--- src/design/mm4_pkg.sv ---
`default_nettype none
// ----------------------------------------------------------------------------
// mm4_pkg
// Types and constants shared by the 4x4 fixed-point matrix product engine.
// ----------------------------------------------------------------------------
package mm4_pkg;

	localparam int FRAC_BITS = 16;
	localparam int ELEM_W    = 32;
	localparam int ROW_W     = 2;
	localparam int DIM       = 4;
	localparam int STORE_N   = DIM * DIM;
	localparam int IDX_W     = 4;
	localparam int PROD_W    = 2 * ELEM_W;
	localparam int PAIR_W    = PROD_W + 1;
	localparam int SUM_W     = PROD_W + 2;

	localparam logic [ELEM_W-1:0] SAT_MAX = {1'b0, {(ELEM_W-1){1'b1}}};
	localparam logic [ELEM_W-1:0] SAT_MIN = {1'b1, {(ELEM_W-1){1'b0}}};

	typedef logic signed [ELEM_W-1:0] elem_t;
	typedef logic signed [PROD_W-1:0] prod_t;

	typedef enum logic {
		CMD_LOAD = 1'b0,
		CMD_MULT = 1'b1
	} cmd_t;

	typedef struct packed {
		cmd_t             command;
		logic [ROW_W-1:0] row_index;
		elem_t            elem0;
		elem_t            elem1;
		elem_t            elem2;
		elem_t            elem3;
	} req_t;

	typedef struct packed {
		logic [ROW_W-1:0] out_row;
		elem_t            prod0;
		elem_t            prod1;
		elem_t            prod2;
		elem_t            prod3;
		logic             saturated;
	} rsp_t;

	// Load strobes for the adder and output stages of each column unit.
	typedef struct packed {
		logic ld_s3;
		logic ld_s4;
		logic ld_s5;
	} pipe_ctl_t;

endpackage
`default_nettype wire

--- src/design/mm4_dot.sv ---
`default_nettype none
// ----------------------------------------------------------------------------
// mm4_dot
// Sums four full products of one result column in two adder stages, then
// shifts out the fraction bits and saturates to the element width.
// ----------------------------------------------------------------------------
module mm4_dot (
	input  logic                  clk,
	input  mm4_pkg::pipe_ctl_t    ctl,
	input  mm4_pkg::prod_t        p0,
	input  mm4_pkg::prod_t        p1,
	input  mm4_pkg::prod_t        p2,
	input  mm4_pkg::prod_t        p3,
	output mm4_pkg::elem_t        res_s5,
	output logic                  clip_s5
);
	import mm4_pkg::*;

	logic signed [PAIR_W-1:0] pair0_s3;
	logic signed [PAIR_W-1:0] pair1_s3;
	logic signed [SUM_W-1:0]  sum_s4;
	logic signed [SUM_W-1:0]  shifted;
	logic                     fits;

	always_ff @(posedge clk) begin
		if (ctl.ld_s3) begin
			pair0_s3 <= PAIR_W'(p0) + PAIR_W'(p1);
			pair1_s3 <= PAIR_W'(p2) + PAIR_W'(p3);
		end
	end

	always_ff @(posedge clk) begin
		if (ctl.ld_s4) begin
			sum_s4 <= SUM_W'(pair0_s3) + SUM_W'(pair1_s3);
		end
	end

	// The shifted sum fits when every bit above the element's sign bit matches it.
	always_comb begin
		shifted = sum_s4 >>> FRAC_BITS;
		fits    = (&shifted[SUM_W-1:ELEM_W-1]) || !(|shifted[SUM_W-1:ELEM_W-1]);
	end

	always_ff @(posedge clk) begin
		if (ctl.ld_s5) begin
			clip_s5 <= !fits;
			if (fits) begin
				res_s5 <= shifted[ELEM_W-1:0];
			end else if (sum_s4[SUM_W-1]) begin
				res_s5 <= SAT_MIN;
			end else begin
				res_s5 <= SAT_MAX;
			end
		end
	end

endmodule
`default_nettype wire

--- config.mk ---
export PLATFORM = sky130hd
export DESIGN_NAME = mm4_dot
export DESIGN_NICKNAME = d
export VERILOG_FILES = /design/src/design/mm4_pkg.sv /design/src/design/mm4_dot.sv
export SDC_FILE = /design/constraint.sdc
export NUM_CORES = 1
export LEC_CHECK = 0
export BUFFER_PORTS_ARGS = -buffer_cell sky130_fd_sc_hd__buf_2
export CORE_ASPECT_RATIO = 1.1
export CORE_UTILIZATION = 55
export DETAILED_ROUTE_END_ITERATION = 16
export PLACE_DENSITY = 0.78
export RECOVER_POWER = 50
export SLEW_MARGIN = 40
export SYNTH_ARGS = -nofsm -noshare
export SYNTH_HDL_FRONTEND = slang
export SYNTH_SLANG_ARGS = --single-unit
--- constraint.sdc ---
create_clock -name clk -period 7.5 [get_ports clk]
set_input_delay 0.375 -clock clk [delete_from_list [all_inputs] [get_ports clk]]
set_output_delay 0.375 -clock clk [all_outputs]
set_load 0.01 [all_outputs]
==> results.md, run 1 <==
* Detailed Route WL at 46.49 mm
* GRT overflow at 0
* H-Tree Depth at 1
* Pwr Density at roughly 240 nW/µm²
* Clock buffer depth at 3
* Vias in the first global route at 14250
* Max Slew Vio Count at 163
* Layout cells sized above 1 at 15.80%
* Clk pwr share at 23.1%
* Avg WL per Cell at 18.81 µm
* Final net count at 2494
* Post-synthesis instance area at 17220 µm²
* Post-synth cell types at 70
* WS Path Type: in -> reg
* Clock sink count at 213
* Violated checks: max-capacitance violations, max-slew violations
* Critical-path maximum fanout at 77
* Largest net degree at the start of global routing at 78
* Seq pwr share at 38.1%
* Worst skew pair latency at around 520 ps
* CP startpoint kind: primary input
* Synth area leaders: edfxtp_1 37%, ha_1 14%, a21oi_1 6.0%, a21o_1 5.8%, xnor2_1 4.4%
* Worst EP arrival at between 4000 and 5000 ps
* CTS Hold Bufs at 0
* Most common cell in the netlist: edfxtp_1
* Flops & latches, synth at 213
* Total CTS buffers at 23
* I/O pin cnt at just under 300
* Most frequent cells after synthesis: 213 x edfxtp_1, 208 x a21oi_1, 192 x ha_1, 134 x a21o_1, 126 x nand2_1
* Post-synth top area share at 37.14%
* P_int at around 3100 µW
* Antenna violations before repair at 0
* Slowest cell on crit path: clkbuf_1
* Post-route antenna net violation count at 0
* Placed insts at 2429
* Crit path launch: ctl[2]
* Die Wd at 170.7 µm
* Std-Cell Rows at 67
* Leakage at 0.008501 µW
* Element type at the critical path end: flop
* Family with the most delay on the worst path: buffers and inverters
* Min Tclk post-route at 4045 ps
* Resized Gates After CTS at 0
* Drt first pass iters at 5
* First-pass GRT wire length at 72.97 mm
* Syn_nets at around 2200
* Sw frac at 35.18%
* Final worst-path cycle share at 53.94%
* Drt initial violations at 1092
* Initial Utilization at 56.28%
* Crit-path max cell delay at 2810 ps
* Ys Warns at 0
* Vias per cell at 6.096
* Unrepaired setup endpoints after global routing: no
* Place WS at 3193 ps
* Layout Area Growth over Synthesis at 14.22%
* RePlAce Congestion at 0.9546
* Worst Path Buf+Inv at 2
* Vias at 15060
* WHS at 144.2 ps
* Max Cap Violations at 3
* Hold Path Class: in -> reg
* Most used flip-flop cell after synthesis: edfxtp_1
* Post-route setup slack at 3455 ps
* Crit path cell chain: clkbuf_1, buf_4
* F_max at 247.2 MHz
* DRC at 0
* Worst setup path end: pair0_s3[61]
* Post-synthesis area per instance at 9.653 µm²
* Reg2Reg Setup Slack at between 3000 and 4000 ps
* Biggest area consumer among synthesized cells: edfxtp_1
* CP Depth at 2
* Post-synth ARST share at 0%
* Slew HR at -172.0%
* RR Startpoint: pair0_s3[2]
* Placed cell area at 19000 µm²
* Register-to-Register Path Depth at 11
* Maximum vdd drop at 0.0001536 V
* Post-synth EDFFs at approximately 210
* Post-CTS setup buffers at 0
* ANT cells at 0
* NetSw at 1668 µW
* Setup TNS at 0 ps
* Die area at approximately 32000 µm²
* Worst r2r dst: sum_s4[63]
* CTS clk-pin slew, worst paths at 60 ps
* Worst Skew at 23.27 ps
* Design area at 19670 µm²
* Sequential element share of the synthesized area at 37.14%
* Hpwl dp at 38.02 mm
* WP data required at 7640 ps
* Die span in y at ~190 µm
* Mapped Cells at 1784
* CTS tree: built
* Worst-Margin Slew at 4080 ps
* Layout Cells excl Fill at 2471
* Comb pwr share at about 39%
* Root buffer cell: clkbuf_16
* Outcome: finished with violations
* Final setup violation count at 0
* Hold Fails Final Rpt at 0
* Core region area at about 31000 µm²
* Port bufs at 292
* Tot GR Track Use at 28.82%
stage by stage:
stage | total power, µW | utilization [%]
2_1_floorplan | 3083 | -
3_3_place_gp | 3586 | 62.05
3_5_place_dp | 3624 | 62.09
4_1_cts | 4728 | 64.47
5_1_grt | 5008 | 64.28
6_report | 4741 | 64.28
logic make-up (layout without fill, tap and decap cells):
| family | count (synthesis) | after routing | synth area share, % |
|---|---|---|---|
| DFF | 213 | 213 | 37.14 |
| and+or+nand+nor | 432 | 432 | 12.28 |
| xor gates and xnor gates | 164 | 164 | 8.341 |
| adders and majority gates | 194 | 194 | 14.18 |
| muxes | 1 | 1 | 0.05813 |
| buffers and inverters | 114 | 387 | 2.514 |
| AOI/OAI and AO/OA | 666 | 666 | 25.48 |
layout make-up:
type | instances | area, µm²
inverters | 51 | 191.4
fillers | 2580 | 10930
multi-input cells | 1457 | 10410
clock inverters | 15 | 137.6
repair buffers | 294 | 1429
flip-flops and latches | 213 | 6396
well taps | 414 | 518.0
clock buffers | 27 | 590.6
placed cells by master, fill, tap and decap left out, types with 5 or more instances in the layout:
cell,n
a211o_1,6
a211oi_1,17
a21boi_0,5
a21o_1,134
a21oi_1,208
a221o_1,7
a221oi_1,7
a311oi_1,6
a31o_2,5
a31oi_1,22
and3_1,20
and4_1,5
buf_2,254
clkbuf_1,42
clkbuf_16,23
clkinv_2,7
edfxtp_1,213
ha_1,192
inv_1,51
nand2_1,126
nand2b_1,19
nand3_1,21
nand4_1,54
nor2_1,93
nor2b_1,24
nor3_1,31
nor4_1,14
o211ai_1,13
o21a_1,27
o21ai_0,100
o21bai_1,40
o221ai_1,6
o22ai_1,6
o31ai_1,11
or2_2,7
or3_1,6
xnor2_1,87
xor2_1,77
power groups by stage:
stage | registers (µW) | clock network (µW) | logic [µW]
2_1_floorplan | 1780 | 0 | 1310
3_3_place_gp | 1810 | 0 | 1770
3_5_place_dp | 1820 | 0 | 1800
4_1_cts | 1800 | 1110 | 1810
5_1_grt | 1830 | 1160 | 2020
6_report | 1810 | 1100 | 1840
registers in the layout, indices dropped and copies added (netlist names):
signal    cells
res_s5       32
pair0_s3     65
pair1_s3     65
sum_s4       50
clip_s5       1
worst min path at each step:
stage | from | to | cells past startpoint
after CTS | p3[0] | pair1_s3[0] | 2
after global routing | p3[0] | pair1_s3[0] | 2
after floorplan | ctl[0] | clip_s5 | 0
after global placement | sum_s4[65] | res_s5[31] | 0
after detailed placement | sum_s4[42] | res_s5[26] | 1
final | p3[0] | pair1_s3[0] | 2
routing by layer:
| metal | GRT usage (%) | wire, µm |
|---|---|---|
| met1 | 41.61 | 21200 |
| met3 | 4.179 | 3708 |
| met4 | 9.217 | 1343 |
| met5 | 0 | 0 |
| met2 | 44.24 | 20230 |
No activity file was read; power rests on OpenSTA's default activity.
==> run 2, diff against run 1 <==
==> constraint.sdc (replaced) <==
create_clock -name clk -period 3.9 [get_ports clk]
set_input_delay 0.195 -clock clk [delete_from_list [all_inputs] [get_ports clk]]
set_output_delay 0.195 -clock clk [all_outputs]
set_load 0.01 [all_outputs]
==> run 2 against run 1 <==
Net effect: the flow still finishes with violations (max-capacitance violations, max-slew violations); setup slack worse by 3300 ps; routed wire length up 0.11%; global-route usage up 0.098 points; sequential power up 92%; final cell count up 1.3%; via count up 0.56%; flip-flop and latch count unchanged; first-iteration DRC count down 4.6%; total power up 95%; clock skew up 3.0 ps; hold slack worse by 95 ps; core utilization up 1.0 points; critical path type unchanged; largest cell class unchanged.
==> results.md, run 2 (synthesis results as in run 1) <==
* Fillers at 2567 (-0.50%)
* Layout Area Growth over Synthesis at 16.01%
* Commonest cells after routing, fill and taps aside: 275 x buf_2, 213 x edfxtp_1, 208 x a21oi_1, 192 x ha_1, 134 x a21o_1
* Initial Utilization at 56.28% (unchanged)
* Violated checks: max-capacitance violations, max-slew violations
* RePlAce Congestion at 0.9869 (+3.4%)
* Worst-Margin Slew at 2424 ps (-1656 ps)
* Crit-path max cell delay at 530 ps (-2280 ps)
* Drt initial violations at 1042 (-4.6%)
* Vias at 15150 (+0.56%)
* Slowest cell on crit path: dlygate4sd3_1
* Total power at 9244 µW (+95%)
* Layout Cells excl Fill at 2503 (+1.3%)
* Min-delay src: p3[1]
* Multi-input gate area at 10420 µm² (+0.11%)
* Max Cap Violations at 3 (unchanged)
* F_max at 267.6 MHz
* RR Startpoint: pair1_s3[14]
* DRC at 0 (unchanged)
* Setup TNS at 0 ps (unchanged)
* Hpwl dp at 38.32 mm (+0.80%)
* Worst skew pair latency at 520 ps (about the same)
* Element type at the critical path end: flop
* Pwr Density at 462.7 nW/µm² (+92%)
* WP data required at 4150 ps (-3490 ps)
* CTS tree: built
* Drt first pass iters at 5 (unchanged)
* Final net count at 2525 (+1.2%)
* GRT overflow at 0 (unchanged)
* Post-CTS setup buffers at 0 (unchanged)
* Post-route antenna net violation count at 0 (unchanged)
* Worst Skew at 26.23 ps (+2.959 ps)
* Worst r2r dst: sum_s4[60]
* Clock buffer depth at 3 (unchanged)
* Clock sink count at 213 (unchanged)
* Slew HR at -61.62% (+110 points)
* Min-Delay Endpoint: pair1_s3[1]
* Die Wd at 170.7 µm (unchanged)
* Outcome: finished with violations
* Placed cell area at 19200 µm² (+1.1%)
* CTS clk-pin slew, worst paths at 60 ps (about the same)
* Hold Path Class: in -> reg
* Antenna violations before repair at 1 (+1)
* Detailed Route WL at 46.54 mm (+0.11%)
* First-pass GRT wire length at 73.18 mm (+0.29%)
* Number of cells on the worst hold path at 2 (unchanged)
* Design area at 19980 µm² (+1.6%)
* Hold Fails Final Rpt at 0 (unchanged)
* Family with the most delay on the worst path: compound AO/OA/AOI/OAI gates
* Register-to-Register Path Depth at 11 (unchanged)
* Port bufs at 292 (unchanged)
* Min Tclk post-route at 3737 ps
* Root buffer cell: clkbuf_16
* Largest net degree at the start of global routing at 81 (+3.8%)
* Final setup violation count at 0 (unchanged)
* H-Tree Depth at 1 (unchanged)
* Max Slew Vio Count at 166 (+1.8%)
* Die span in y at 187.6 µm (unchanged)
* WS Path Type: in -> reg
* Critical-path maximum fanout at 4 (-95%)
* Vias per cell at 6.052 (-0.73%)
* I/O pin cnt at 293 (unchanged)
* Final worst-path cycle share at 95.81%
* Vias in the first global route at 14250 (-0.049%)
* Avg WL per Cell at 18.59 µm (-1.2%)
* Worst Path Buf+Inv at 4 (+2)
* Layout cells sized above 1 at 17.82% (+2.0 points)
* Crit path cell chain: dlygate4sd3_1, buf_2, ha_1, fa_1, a211o_1, a2111oi_2, buf_4, or2_2, a311oi_2, o311ai_2, buf_4, a311oi_2, nor3_2, o31a_1, o31ai_2, xor2_1
* Die area at 32020 µm² (unchanged)
* Total CTS buffers at 23 (unchanged)
* Core region area at 30600 µm² (unchanged)
* Reg2Reg Setup Slack at 340 ps (-3510 ps)
* Tot GR Track Use at 28.92% (+0.098 points)
* CP startpoint kind: primary input
* FF/Latch Area at 6396 µm² (unchanged)
* Leakage at 0.008700 µW (+2.3%)
* Maximum vdd drop at 0.0002855 V (+86%)
* Biggest regs: pair0_s3 (65), pair1_s3 (65), sum_s4 (50)
* Placed insts at 2456 (+1.1%)
* Worst EP arrival at 3980 ps (-210 ps)
* Std-Cell Rows at 67 (unchanged)
* Most common cell after layout, fill and taps aside: buf_2
* Unrepaired setup endpoints after global routing: no
-- run 2: cell types whose count changed in the layout (fill, tap and decap cells not counted), moves of 3 or more --
cell | previous run | this run
buf_4 | 2 | 27
clkbuf_1 | 42 | 20
buf_2 | 254 | 275
clkinv_2 | 7 | 1
clkinv_1 | 2 | 6
dlygate4sd3_1 | 0 | 4
clkinvlp_4 | 0 | 3
-- run 2: metrics by stage --
stage / utilization [%] / setup slack (ps) / hold slack [ps]
finish: 65.29 / 163.3 / 48.91
detailed placement: 62.75 / 103.6 / 492.6
global placement: 62.71 / 186.4 / 486.9
global route: 65.29 / 0.8962 / 55.85
CTS: 65.37 / 73.43 / 22.26
floorplan: - / 594.9 / 307.5
-- run 2: what timing repair did --
action                                  CTS  global route
endpoints found under the setup margin    0             4
endpoints found under the hold margin     2             0
hold buffers                              4             0
gates resized for setup                   0             2
-- run 2: power by group --
group | internal (µW) | switching (µW)
registers | 3240 | 228
logic | 1490 | 2100
clock network | 1290 | 896
-- run 2: how the worst max path moves through the flow --
| stage | start | to | slack, ps | cells past startpoint |
|---|---|---|---|---|
| floorplan | p2[0] | pair1_s3[52] | 590 | 12 |
| global placement | p2[0] | pair1_s3[60] | 190 | 15 |
| detailed placement | p2[4] | pair1_s3[64] | 100 | 15 |
| CTS | p3[0] | pair1_s3[60] | 70 | 16 |
| global route | p3[0] | pair1_s3[52] | 0.9 | 16 |
| finish | p3[0] | pair1_s3[60] | 160 | 16 |
-- run 2: area by class of cell --
class                   instances  share of cell area, %
repair buffers                325                  8.467
well taps                     414                  2.593
inverters                      51                 0.9582
clock inverters                17                 0.8893
clock buffers                  25                  2.919
flip-flops and latches        213                  32.02
diodes                          1                0.01253
multi-input cells            1457                  52.15
-- run 2: per-layer routing --
layer | track usage, % | vias up | part of all wire (%)
met5 | 0 | - | 0
met1 | 42.37 | 7048 | 47
met2 | 44.36 | 622 | 43
li1 | - | 7405 | -
met3 | 3.757 | 73 | 7.5
met4 | 8.455 | 0 | 2.8
-- run 2: worst reg2reg max path, delay by kind of cell, from the launching register on --
family          cells  cell delay (ps)
compound gates      6             1580
flops               1              430
fa+ha+maj           1              380
simple gates        3              750
xor+xnor            1              120
